[src/hw/rtl/sss_pkg.sv]
package sss_pkg;

  localparam int BYTE_W       = 8;
  localparam int NEEDLE_BYTES = 16;
  localparam int NLEN_W       = 5;
  localparam int STRIDE_W     = 16;
  localparam int FOUND_W      = 33;
  localparam int OUT_DATA_W   = 40;
  localparam int CFG_DATA_W   = 64;
  localparam int CFG_ADDR_W   = 5;

  typedef logic [NEEDLE_BYTES-1:0][BYTE_W-1:0] needle_t;

  // Register index, taken from paddr[4:3].
  typedef enum logic [1:0] {
    REG_NEEDLE_LO  = 2'd0,
    REG_NEEDLE_HI  = 2'd1,
    REG_NEEDLE_LEN = 2'd2,
    REG_STRIDE     = 2'd3
  } cfg_reg_t;

  // Per-cell control from the top level.
  typedef struct packed {
    logic shift;
    logic clear;
    logic load;
    logic load_flag;
  } cell_ctl_t;

  // Per-cell compare results.
  typedef struct packed {
    logic eq_ok;
    logic start_ok;
  } cell_stat_t;

  // Flag rewrite request from the phase unit.
  typedef struct packed {
    logic en;
    logic flag;
  } walk_t;

endpackage

[src/hw/rtl/sss_cell.sv]
module sss_cell #(
  parameter int IDX = 0
) (
  input  logic                            clk,
  input  logic                            rst_n,
  input  sss_pkg::cell_ctl_t              ctl,
  input  logic [sss_pkg::BYTE_W-1:0]      byte_in,
  input  logic                            flag_in,
  input  sss_pkg::needle_t                needle,
  input  logic [sss_pkg::NLEN_W-1:0]      n_used,
  output logic [sss_pkg::BYTE_W-1:0]      byte_out,
  output logic                            flag_out,
  output sss_pkg::cell_stat_t             stat
);

  logic [sss_pkg::BYTE_W-1:0] byte_r;
  logic                       flag_r;
  logic                       in_use;
  logic [sss_pkg::NLEN_W-1:0] rel;
  logic [sss_pkg::BYTE_W-1:0] expected;

  // The flag marks a byte whose position is a multiple of the step.
  always_ff @(posedge clk) begin
    if (!rst_n) begin
      byte_r <= '0;
      flag_r <= 1'b0;
    end else begin
      priority if (ctl.clear) begin
        byte_r <= '0;
        flag_r <= 1'b0;
      end else if (ctl.shift) begin
        byte_r <= byte_in;
        flag_r <= flag_in;
      end else if (ctl.load) begin
        flag_r <= ctl.load_flag;
      end
    end
  end

  // Compare the byte this cell holds after the shift with its needle byte.
  always_comb begin
    in_use   = (IDX < int'(n_used));
    rel      = sss_pkg::NLEN_W'(n_used - sss_pkg::NLEN_W'(IDX + 1));
    expected = (rel < sss_pkg::NLEN_W'(sss_pkg::NEEDLE_BYTES)) ? needle[rel[3:0]] : '0;
    stat.eq_ok    = !in_use || (byte_in == expected);
    stat.start_ok = (int'(n_used) == IDX + 1) && flag_in;
  end

  assign byte_out = byte_r;
  assign flag_out = flag_r;

endmodule

[src/hw/rtl/sss_phase.sv]
module sss_phase #(
  parameter int COUNT_BITS = 32,
  parameter int MAX_NEEDLE = 16,
  parameter int IDX_W      = 4
) (
  input  logic                            clk,
  input  logic                            rst_n,
  input  logic [sss_pkg::STRIDE_W-1:0]    step_i,
  input  logic [COUNT_BITS-1:0]           count_i,
  input  logic                            advance_i,
  input  logic                            clear_i,
  input  logic                            start_i,
  output logic                            busy_o,
  output logic                            head_flag_o,
  output sss_pkg::walk_t                  walk_o,
  output logic [IDX_W-1:0]                walk_idx_o
);

  localparam int SW    = sss_pkg::STRIDE_W;
  localparam int CNT_W = $clog2(COUNT_BITS);

  typedef enum logic [2:0] {
    PH_IDLE = 3'b001,
    PH_DIV  = 3'b010,
    PH_WALK = 3'b100
  } ph_state_t;

  ph_state_t               state_r, state_nxt;
  logic [SW-1:0]           phase_r, phase_nxt;
  logic [SW-1:0]           rem_r, rem_nxt;
  logic [COUNT_BITS-1:0]   src_r, src_nxt;
  logic [CNT_W-1:0]        cnt_r, cnt_nxt;
  logic [SW-1:0]           wph_r, wph_nxt;
  logic [IDX_W-1:0]        widx_r, widx_nxt;

  logic [SW:0]   rem2;
  logic [SW-1:0] rem_step;
  logic [SW:0]   inc;
  logic [SW-1:0] wdec;

  always_comb begin
    // One quotient bit per cycle, most significant bit of the count first.
    rem2     = {rem_r, src_r[COUNT_BITS-1]};
    rem_step = (rem2 >= {1'b0, step_i}) ? SW'(rem2 - {1'b0, step_i}) : rem2[SW-1:0];
    inc      = {1'b0, phase_r} + (SW+1)'(1);
    wdec     = (wph_r == '0) ? SW'(step_i - SW'(1)) : SW'(wph_r - SW'(1));

    state_nxt = state_r;
    phase_nxt = phase_r;
    rem_nxt   = rem_r;
    src_nxt   = src_r;
    cnt_nxt   = cnt_r;
    wph_nxt   = wph_r;
    widx_nxt  = widx_r;
    walk_o    = '0;

    if (start_i) begin
      state_nxt = PH_DIV;
      rem_nxt   = '0;
      src_nxt   = count_i;
      cnt_nxt   = '0;
    end else begin
      unique case (state_r)
        PH_IDLE: begin
          if (clear_i) begin
            phase_nxt = '0;
          end else if (advance_i) begin
            phase_nxt = (inc == {1'b0, step_i}) ? '0 : inc[SW-1:0];
          end
        end
        PH_DIV: begin
          rem_nxt = rem_step;
          src_nxt = {src_r[COUNT_BITS-2:0], 1'b0};
          cnt_nxt = CNT_W'(cnt_r + CNT_W'(1));
          if (cnt_r == CNT_W'(COUNT_BITS - 1)) begin
            state_nxt = PH_WALK;
            phase_nxt = rem_step;
            wph_nxt   = rem_step;
            widx_nxt  = '0;
          end
        end
        PH_WALK: begin
          // Cell k holds the byte at position count - 1 - k.
          walk_o.en   = 1'b1;
          walk_o.flag = (wdec == '0);
          wph_nxt     = wdec;
          widx_nxt    = IDX_W'(widx_r + IDX_W'(1));
          if (widx_r == IDX_W'(MAX_NEEDLE - 1)) begin
            state_nxt = PH_IDLE;
          end
        end
        default: begin
          state_nxt = PH_IDLE;
        end
      endcase
    end
  end

  always_ff @(posedge clk) begin
    if (!rst_n) begin
      state_r <= PH_IDLE;
      phase_r <= '0;
      cnt_r   <= '0;
      widx_r  <= '0;
    end else begin
      state_r <= state_nxt;
      phase_r <= phase_nxt;
      cnt_r   <= cnt_nxt;
      widx_r  <= widx_nxt;
    end
  end

  always_ff @(posedge clk) begin
    rem_r <= rem_nxt;
    src_r <= src_nxt;
    wph_r <= wph_nxt;
  end

  assign busy_o      = (state_r != PH_IDLE);
  assign head_flag_o = (phase_r == '0);
  assign walk_idx_o  = widx_r;

endmodule

[src/hw/rtl/strided_substring_search_unit.sv]
// The result of a beat marked last is registered in the output register or skid entry.
// One haystack beat per cycle while in_tready is high; the window compare is a fixed row
// of cells. A stride write stalls the input while the phase unit divides the byte count by
// the new step (one bit per cycle) and rewrites the cell flags.
// Reset is synchronous, active low: registers take 0, 0, 0, 1 and the search state clears.
module strided_substring_search_unit #(
  parameter int MAX_NEEDLE = 16,
  parameter int COUNT_BITS = 32
) (
  input  logic                                clk,
  input  logic                                rst_n,
  // Haystack beats.
  input  logic                                in_tvalid,
  output logic                                in_tready,
  input  logic [7:0]                          in_tdata,   // haystack_byte
  input  logic                                in_tlast,   // last
  input  logic                                in_tuser,   // no_data
  // Search results.
  output logic                                out_tvalid,
  input  logic                                out_tready,
  output logic [sss_pkg::OUT_DATA_W-1:0]      out_tdata,  // found_at [32:0], zero fill
  // Configuration.
  input  logic                                cfg_psel,
  input  logic                                cfg_penable,
  input  logic                                cfg_pwrite,
  input  logic [sss_pkg::CFG_ADDR_W-1:0]      cfg_paddr,
  input  logic [sss_pkg::CFG_DATA_W-1:0]      cfg_pwdata,
  output logic [sss_pkg::CFG_DATA_W-1:0]      cfg_prdata,
  output logic                                cfg_pready
);

  localparam int IDX_W = (MAX_NEEDLE > 1) ? $clog2(MAX_NEEDLE) : 1;
  localparam int CMP_W = (COUNT_BITS > 16) ? COUNT_BITS : 16;
  localparam int FW    = (COUNT_BITS + 1 > 33) ? COUNT_BITS + 1 : 33;
  localparam int SW    = sss_pkg::STRIDE_W;
  localparam int NW    = sss_pkg::NLEN_W;
  localparam logic [COUNT_BITS-1:0] COUNT_MAX = '1;

  // ---------------------------------------------------------------------------
  // Configuration registers. The register index is taken from paddr[4:3].
  // ---------------------------------------------------------------------------
  logic [63:0]   needle_lo_r;
  logic [63:0]   needle_hi_r;
  logic [NW-1:0] needle_len_r;
  logic [SW-1:0] stride_r;
  logic          cfg_wr;
  sss_pkg::cfg_reg_t cfg_sel;

  assign cfg_pready = 1'b1;
  assign cfg_wr     = cfg_psel && cfg_penable && cfg_pwrite && cfg_pready;
  assign cfg_sel    = sss_pkg::cfg_reg_t'(cfg_paddr[4:3]);

  always_ff @(posedge clk) begin
    if (!rst_n) begin
      needle_lo_r  <= '0;
      needle_hi_r  <= '0;
      needle_len_r <= '0;
      stride_r     <= SW'(1);
    end else if (cfg_wr) begin
      unique case (cfg_sel)
        sss_pkg::REG_NEEDLE_LO:  needle_lo_r  <= cfg_pwdata;
        sss_pkg::REG_NEEDLE_HI:  needle_hi_r  <= cfg_pwdata;
        sss_pkg::REG_NEEDLE_LEN: needle_len_r <= cfg_pwdata[NW-1:0];
        sss_pkg::REG_STRIDE:     stride_r     <= cfg_pwdata[SW-1:0];
        default: begin
        end
      endcase
    end
  end

  always_comb begin
    unique case (cfg_sel)
      sss_pkg::REG_NEEDLE_LO:  cfg_prdata = needle_lo_r;
      sss_pkg::REG_NEEDLE_HI:  cfg_prdata = needle_hi_r;
      sss_pkg::REG_NEEDLE_LEN: cfg_prdata = sss_pkg::CFG_DATA_W'(needle_len_r);
      sss_pkg::REG_STRIDE:     cfg_prdata = sss_pkg::CFG_DATA_W'(stride_r);
      default:                 cfg_prdata = '0;
    endcase
  end

  // Effective needle length and candidate step. A zero stride spaces
  // candidates by one, while the tail check still uses the raw value.
  sss_pkg::needle_t needle;
  logic [NW-1:0]    n_used;
  logic [SW-1:0]    step;

  assign needle = {needle_hi_r, needle_lo_r};
  assign n_used = (int'(needle_len_r) > MAX_NEEDLE) ? NW'(MAX_NEEDLE) : needle_len_r;
  assign step   = (stride_r == '0) ? SW'(1) : stride_r;

  // ---------------------------------------------------------------------------
  // Beat acceptance. The phase unit blocks input while it rebuilds, and the
  // two-entry output stage keeps ready independent of out_tready.
  // ---------------------------------------------------------------------------
  logic                  phase_busy;
  logic                  skid_valid_r;
  logic                  in_acc;
  logic                  take_byte;
  logic                  end_beat;
  logic [COUNT_BITS-1:0] bytes_seen_r;

  assign in_tready = !phase_busy && !skid_valid_r;
  assign in_acc    = in_tvalid && in_tready;
  assign take_byte = in_acc && !in_tuser && (bytes_seen_r != COUNT_MAX);
  assign end_beat  = in_acc && in_tlast;

  // ---------------------------------------------------------------------------
  // Phase unit: tracks the next position modulo the step, and after a stride
  // write recomputes it and the per-cell candidate flags.
  // ---------------------------------------------------------------------------
  logic              head_flag;
  sss_pkg::walk_t    walk;
  logic [IDX_W-1:0]  walk_idx;

  sss_phase #(
    .COUNT_BITS (COUNT_BITS),
    .MAX_NEEDLE (MAX_NEEDLE),
    .IDX_W      (IDX_W)
  ) u_phase (
    .clk         (clk),
    .rst_n       (rst_n),
    .step_i      (step),
    .count_i     (bytes_seen_r),
    .advance_i   (take_byte),
    .clear_i     (end_beat),
    .start_i     (cfg_wr && (cfg_sel == sss_pkg::REG_STRIDE)),
    .busy_o      (phase_busy),
    .head_flag_o (head_flag),
    .walk_o      (walk),
    .walk_idx_o  (walk_idx)
  );

  // ---------------------------------------------------------------------------
  // Window: a row of cells, each holding one byte and its candidate flag.
  // Cell 0 takes the newest byte; every byte taken (not no_data, count not saturated) moves the row by one.
  // ---------------------------------------------------------------------------
  logic [MAX_NEEDLE-1:0][sss_pkg::BYTE_W-1:0] byte_q;
  logic [MAX_NEEDLE-1:0]                      flag_q;
  logic [MAX_NEEDLE-1:0]                      eq_vec;
  logic [MAX_NEEDLE-1:0]                      start_vec;

  for (genvar k = 0; k < MAX_NEEDLE; k++) begin : g_cell
    sss_pkg::cell_ctl_t         ctl;
    sss_pkg::cell_stat_t        stat;
    logic [sss_pkg::BYTE_W-1:0] b_in;
    logic                       f_in;

    if (k == 0) begin : g_head
      assign b_in = in_tdata;
      assign f_in = head_flag;
    end else begin : g_body
      assign b_in = byte_q[k-1];
      assign f_in = flag_q[k-1];
    end

    assign ctl.shift     = take_byte;
    assign ctl.clear     = end_beat;
    assign ctl.load      = walk.en && (walk_idx == IDX_W'(k));
    assign ctl.load_flag = walk.flag;

    sss_cell #(
      .IDX (k)
    ) u_cell (
      .clk      (clk),
      .rst_n    (rst_n),
      .ctl      (ctl),
      .byte_in  (b_in),
      .flag_in  (f_in),
      .needle   (needle),
      .n_used   (n_used),
      .byte_out (byte_q[k]),
      .flag_out (flag_q[k]),
      .stat     (stat)
    );

    assign eq_vec[k]    = stat.eq_ok;
    assign start_vec[k] = stat.start_ok;
  end

  // ---------------------------------------------------------------------------
  // Match tracking. A candidate starts at count - n; its flag sits in cell
  // n - 1 after the shift.
  // ---------------------------------------------------------------------------
  logic [COUNT_BITS-1:0] first_match_r, first_match_nxt;
  logic                  match_seen_r, match_seen_nxt;
  logic [COUNT_BITS-1:0] bytes_seen_nxt;
  logic [COUNT_BITS-1:0] count;
  logic [COUNT_BITS-1:0] cand_pos;
  logic                  match_now;

  assign count     = COUNT_BITS'(bytes_seen_r + COUNT_BITS'(1));
  assign cand_pos  = COUNT_BITS'(count - COUNT_BITS'(n_used));
  assign match_now = take_byte && (n_used != '0) && (count >= COUNT_BITS'(n_used)) &&
                     !match_seen_r && (|start_vec) && (&eq_vec);

  // Result of a beat marked last, from the state after this beat's byte.
  logic [COUNT_BITS-1:0] len;
  logic [COUNT_BITS-1:0] tail;
  logic [COUNT_BITS-1:0] first;
  logic                  hit;
  logic [FW-1:0]         found_wide;
  logic [sss_pkg::FOUND_W-1:0] found;

  always_comb begin
    len   = take_byte ? count : bytes_seen_r;
    tail  = COUNT_BITS'(len - first_match_r);
    first = match_now ? cand_pos : first_match_r;
    if (match_now) begin
      // The match ends at the current byte, so the tail equals the length.
      hit = (SW'(n_used) >= stride_r);
    end else begin
      hit = match_seen_r && (CMP_W'(tail) >= CMP_W'(stride_r));
    end
    found_wide = FW'(first) + FW'(1);
    if (n_used == '0) begin
      // An empty needle matches at the start of a nonempty haystack whose length reaches the stride.
      found = ((len != '0) && (CMP_W'(len) >= CMP_W'(stride_r))) ?
              sss_pkg::FOUND_W'(1) : '0;
    end else begin
      found = hit ? found_wide[sss_pkg::FOUND_W-1:0] : '0;
    end
  end

  always_comb begin
    bytes_seen_nxt  = bytes_seen_r;
    first_match_nxt = first_match_r;
    match_seen_nxt  = match_seen_r;
    if (end_beat) begin
      bytes_seen_nxt  = '0;
      first_match_nxt = '0;
      match_seen_nxt  = 1'b0;
    end else begin
      if (take_byte) begin
        bytes_seen_nxt = count;
      end
      if (match_now) begin
        first_match_nxt = cand_pos;
        match_seen_nxt  = 1'b1;
      end
    end
  end

  always_ff @(posedge clk) begin
    if (!rst_n) begin
      bytes_seen_r  <= '0;
      first_match_r <= '0;
      match_seen_r  <= 1'b0;
    end else begin
      bytes_seen_r  <= bytes_seen_nxt;
      first_match_r <= first_match_nxt;
      match_seen_r  <= match_seen_nxt;
    end
  end

  // ---------------------------------------------------------------------------
  // Output stage: the output register plus one skid entry. A new beat is
  // taken only while the skid entry is free, so a result always has a place.
  // ---------------------------------------------------------------------------
  logic                        out_valid_r;
  logic [sss_pkg::FOUND_W-1:0] out_data_r;
  logic [sss_pkg::FOUND_W-1:0] skid_data_r;
  logic                        out_pop;

  assign out_pop = out_valid_r && out_tready;

  always_ff @(posedge clk) begin
    if (!rst_n) begin
      out_valid_r  <= 1'b0;
      skid_valid_r <= 1'b0;
    end else begin
      if (!out_valid_r || out_pop) begin
        if (skid_valid_r) begin
          out_valid_r  <= 1'b1;
          skid_valid_r <= end_beat;
        end else begin
          out_valid_r  <= end_beat;
        end
      end else if (end_beat) begin
        skid_valid_r <= 1'b1;
      end
    end
  end

  always_ff @(posedge clk) begin
    if (!out_valid_r || out_pop) begin
      if (skid_valid_r) begin
        out_data_r  <= skid_data_r;
        skid_data_r <= found;
      end else begin
        out_data_r  <= found;
      end
    end else if (end_beat) begin
      skid_data_r <= found;
    end
  end

  assign out_tvalid = out_valid_r;
  assign out_tdata  = sss_pkg::OUT_DATA_W'(out_data_r);

endmodule
[config.mk]
export PLATFORM = sky130hd
export DESIGN_NAME = strided_substring_search_unit
export DESIGN_NICKNAME = d
export VERILOG_FILES = /design/src/hw/rtl/sss_pkg.sv /design/src/hw/rtl/sss_cell.sv /design/src/hw/rtl/sss_phase.sv /design/src/hw/rtl/strided_substring_search_unit.sv
export SDC_FILE = /design/constraint.sdc
export NUM_CORES = 2
export LEC_CHECK = 0
export ABC_AREA = 1
export CORE_MARGIN = 5
export CORE_UTILIZATION = 41
export DETAILED_ROUTE_END_ITERATION = 8
export DONT_BUFFER_PORTS = 1
export PLACE_DENSITY = 0.61
export SLEW_MARGIN = 25
export SYNTH_ARGS = -nofsm -noshare
export SYNTH_HDL_FRONTEND = slang
export SYNTH_SLANG_ARGS = --single-unit
[constraint.sdc]
create_clock -name clk -period 6.94 [get_ports clk]
set_input_delay 1.388 -clock clk [delete_from_list [all_inputs] [get_ports clk]]
set_output_delay 1.388 -clock clk [all_outputs]
set_load 0.01 [all_outputs]
==> metrics.log <==
[metrics] H-tree Lvls: 3
[metrics] maximum number of buffers from clock root to sink: 3
[metrics] Slew Limit Fails: 0
[metrics] cell count after synthesis: about 5,700
[metrics] root buf cell: sky130_fd_sc_hd__clkbuf_16
[metrics] status: finished clean
[metrics] final setup vio count: 0
[metrics] total number of clock tree sinks: 509
[metrics] number of buffers created by CTS: 66
[metrics] highest net fanout along the worst path: 144
[metrics] flip-flop cell with the highest count after synthesis: sky130_fd_sc_hd__dfxtp_1
[metrics] Setup CP Type: flip-flop to flip-flop
[metrics] standard-cell rows: 109
[metrics] area occupied by registers: 11,300 sq um
[metrics] critical path data required time: 7320 ps
[metrics] share of the yosys chip area belonging to registers: 0.311
[metrics] overflow left after global routing: 0
[metrics] final worst path period share: 0.936
[metrics] antenna violations before repair: 0
[metrics] number of port buffers: 0
[metrics] total power density per cell area: 211 nW/um^2
[metrics] area overhead of the layout relative to synthesis: 8.77%
[metrics] Post-Synthesis Cell Area: 36,500 sq um
[metrics] number of enable-type register cells in the synthesized netlist: ~110
[metrics] most frequent cell after synthesis: sky130_fd_sc_hd__nand2_1
[metrics] number of vias in the routed layout: 38,400
[metrics] most used standard cells in the synthesized netlist: sky130_fd_sc_hd__nand2_1, sky130_fd_sc_hd__nand3_1, sky130_fd_sc_hd__inv_1, sky130_fd_sc_hd__o21ai_0, sky130_fd_sc_hd__dfxtp_1
[metrics] crit path launch type: flip-flop
[metrics] biggest area consumer among synthesized cells: sky130_fd_sc_hd__dfxtp_1
[metrics] I/O Pins: 193
[metrics] number of warnings issued by yosys: 0
[metrics] final hold violation count: 0
[metrics] vias per inst: 5.69
[metrics] clock tree from TritonCTS: yes
[metrics] chip width: ~310 um
[metrics] arrival time of data at the critical path endpoint: 6870 ps
[metrics] clock transition at the registers of the reported paths: 60 ps
[metrics] Max transition margin: 0.204
[metrics] Final GP Congestion: 1.07
[metrics] largest cells by area after synthesis: sky130_fd_sc_hd__dfxtp_1, sky130_fd_sc_hd__nand2_1, sky130_fd_sc_hd__nand3_1
[metrics] critical path endpoint category: flip-flop
[metrics] number of global-route vias before repair: 35,500
[metrics] min-delay worst type: flip-flop to flip-flop
[metrics] net count of the finished layout: 5,745
[metrics] P_leak: ~17 nW
[metrics] Worst Max-Slew Pin Slew: 1180 ps
[metrics] post-route setup TNS: 0 ps
[metrics] area fraction of the dominant cell type after synthesis: 0.217
[metrics] post-DP HPWL: 129,000 um
[metrics] synth unique cells: between 60 and 70
[metrics] wire length of the first global-routing pass: 235,000 um
[metrics] DR WL/cell: 24.1 um
[metrics] maximum number of pins on one net before global-route repair: 169
[metrics] VDD IR-drop max: 0.000186 V
[metrics] share of layout cells above drive strength 1: 0.0521
[metrics] Worst path most repeated cell: sky130_fd_sc_hd__nand2_1
[metrics] post-detailed-route DRC marker count: 0
[metrics] core area: between 80,000 and 90,000 sq um
[metrics] number of DRC violations after detailed-routing iteration 0: between 3,000 and 4,000
[metrics] setup repair after global routing missed its margin: false
[metrics] cell with the largest stage delay on the worst path: sky130_fd_sc_hd__o21ai_0
[metrics] fillcell total: 9,401
[metrics] clock insertion delay at the later pin of the skew report: 660 ps
[metrics] Post-CTS Hold Fix Bufs: 0
[metrics] clock skew: 33.0 ps
[metrics] number of gates resized after CTS: 0
[metrics] area taken by multi-input logic gates: 21,500 sq um
[metrics] y dimension of the die: 308 um
[metrics] slowest stage delay, CP: approximately 820 ps
[metrics] share of async-settable or async-resettable flops after synthesis: 0
[metrics] number of max-capacitance violations reported: 0
[metrics] final wirelength: roughly 160,000 um
[metrics] die footprint: 95,000 sq um
[metrics] DRT antenna net count: 0
[metrics] Initial Utilization: 0.413
[metrics] timing-limited maximum frequency: 0.154 GHz
[metrics] All-Layer GR Usage: 0.331
[metrics] Tmin final: 6500 ps
[metrics] Setup Buffers After CTS: 0
[metrics] TritonRoute pass-1 iters: 9
[metrics] Post-Syn Area per Cell: around 6.4 sq um
[metrics] Pwr Total: around 8.4 mW
[metrics] synthesized flop and latch total: 509
-- flip-flops by register name (all words and copies together) (netlist names) --
signal                  count
skid_data_r                33
u_phase.state_r             3
u_phase.phase_r            16
g_cell.u_cell.flag_out     15
g_cell.u_cell.byte_out    120
needle_hi_r                64
out_data_r                 33
first_match_r              32
u_phase.rem_r              16
u_phase.walk_idx_o          4
bytes_seen_r               32
skid_valid_r                1
match_seen_r                1
out_tvalid                  1
u_phase.src_r              32
needle_len_r                5
stride_r                   16
u_phase.cnt_r               5
u_phase.wph_r              16
needle_lo_r                64
-- metal layers --
metal	part of all wire	global-route usage	up-vias
li1	-	-	18700
met1	0.38	0.385	17900
met2	0.46	0.554	1432
met3	0.059	0.0481	418
met4	0.095	0.247	0
met5	0	0	-
-- power breakdown --
part           total, mW  internal, mW  switching (mW)  leakage (nW)
sequential          3.24          3.14          0.0975          4.33
clock               3.70          2.24            1.46          1.13
combinational       1.42         0.411            1.00          11.9
total               8.35          5.79            2.56          17.4
-- stage by stage --
step	cell area, sq um	worst slack (ps)	std cells	hold WS [ps]	util
3_3_place_gp	37400	573	6636	460	0.423
5_1_grt	39700	63.3	6755	489	0.449
4_1_cts	39700	552	6755	473	0.449
6_report	39700	445	6756	478	0.449
3_5_place_dp	37400	576	6636	465	0.423
2_1_floorplan	36500	1380	5671	444	-
-- cell usage in the layout, fill, tap and decap left out, types with 14 or more instances in the layout --
cell                           n
sky130_fd_sc_hd__clkbuf_8     14
sky130_fd_sc_hd__buf_4        82
sky130_fd_sc_hd__nand3_1     859
sky130_fd_sc_hd__o221ai_1     17
sky130_fd_sc_hd__a21oi_1     368
sky130_fd_sc_hd__inv_1       608
sky130_fd_sc_hd__nor3_1       43
sky130_fd_sc_hd__nor2_2       14
sky130_fd_sc_hd__o21ai_1      38
sky130_fd_sc_hd__o211ai_1     30
sky130_fd_sc_hd__xnor2_1      31
sky130_fd_sc_hd__nand2_2      15
sky130_fd_sc_hd__clkbuf_16    69
sky130_fd_sc_hd__inv_2        19
sky130_fd_sc_hd__nor2_1      375
sky130_fd_sc_hd__o22ai_1      55
sky130_fd_sc_hd__nand4_1     152
sky130_fd_sc_hd__dfxtp_1     394
sky130_fd_sc_hd__edfxtp_1    114
sky130_fd_sc_hd__and3_1       16
sky130_fd_sc_hd__xor2_1      124
sky130_fd_sc_hd__nand2_1    1387
sky130_fd_sc_hd__ha_1        116
sky130_fd_sc_hd__o21ai_0     457
-- worst paths after layout --
path                                         startpoint                                    endpoint  slack (ps)  cells past startpoint
max                        needle_len_r[0]$_SDFFE_PN0P_                    out_data_r[20]$_DFFE_PN_         440                     29
min          g_cell[14].u_cell.byte_out[7]$_SDFFE_PP0N_  g_cell[14].u_cell.byte_out[7]$_SDFFE_PP0N_         480                      2
max reg2reg                needle_len_r[0]$_SDFFE_PN0P_                    out_data_r[20]$_DFFE_PN_         440                     29
min reg2reg  g_cell[14].u_cell.byte_out[7]$_SDFFE_PP0N_  g_cell[14].u_cell.byte_out[7]$_SDFFE_PP0N_         480                      2
-- cell type report --
cell class	count	share of cell area
Clock inverter	23	0.00833
Multi-Input combinational cell	4237	0.541
Timing Repair Buffer	87	0.0180
Clock buffer	96	0.0496
Tap cell	1165	0.0367
Antenna cell	1	0.0000631
Inverter	638	0.0605
Sequential cell	509	0.286
-- critical path, delay by kind of cell (launching register included) --
family,cells,cell delay (ps)
buffers and inverters,4,880
AO/OA/AOI/OAI,2,940
AND/OR/NAND/NOR,23,3830
flip-flops,1,380
-- cells by family after synthesis --
logic type,after synthesis,share of synthesized area
buffers and inverters,925,0.104
adders and majority gates,120,0.0418
xor gates and xnor gates,157,0.0387
and+or+nand+nor,2927,0.354
AOI/OAI and AO/OA,1025,0.151
other,2,0.000206
DFF,509,0.311
Power figures use the tool's default switching activity.
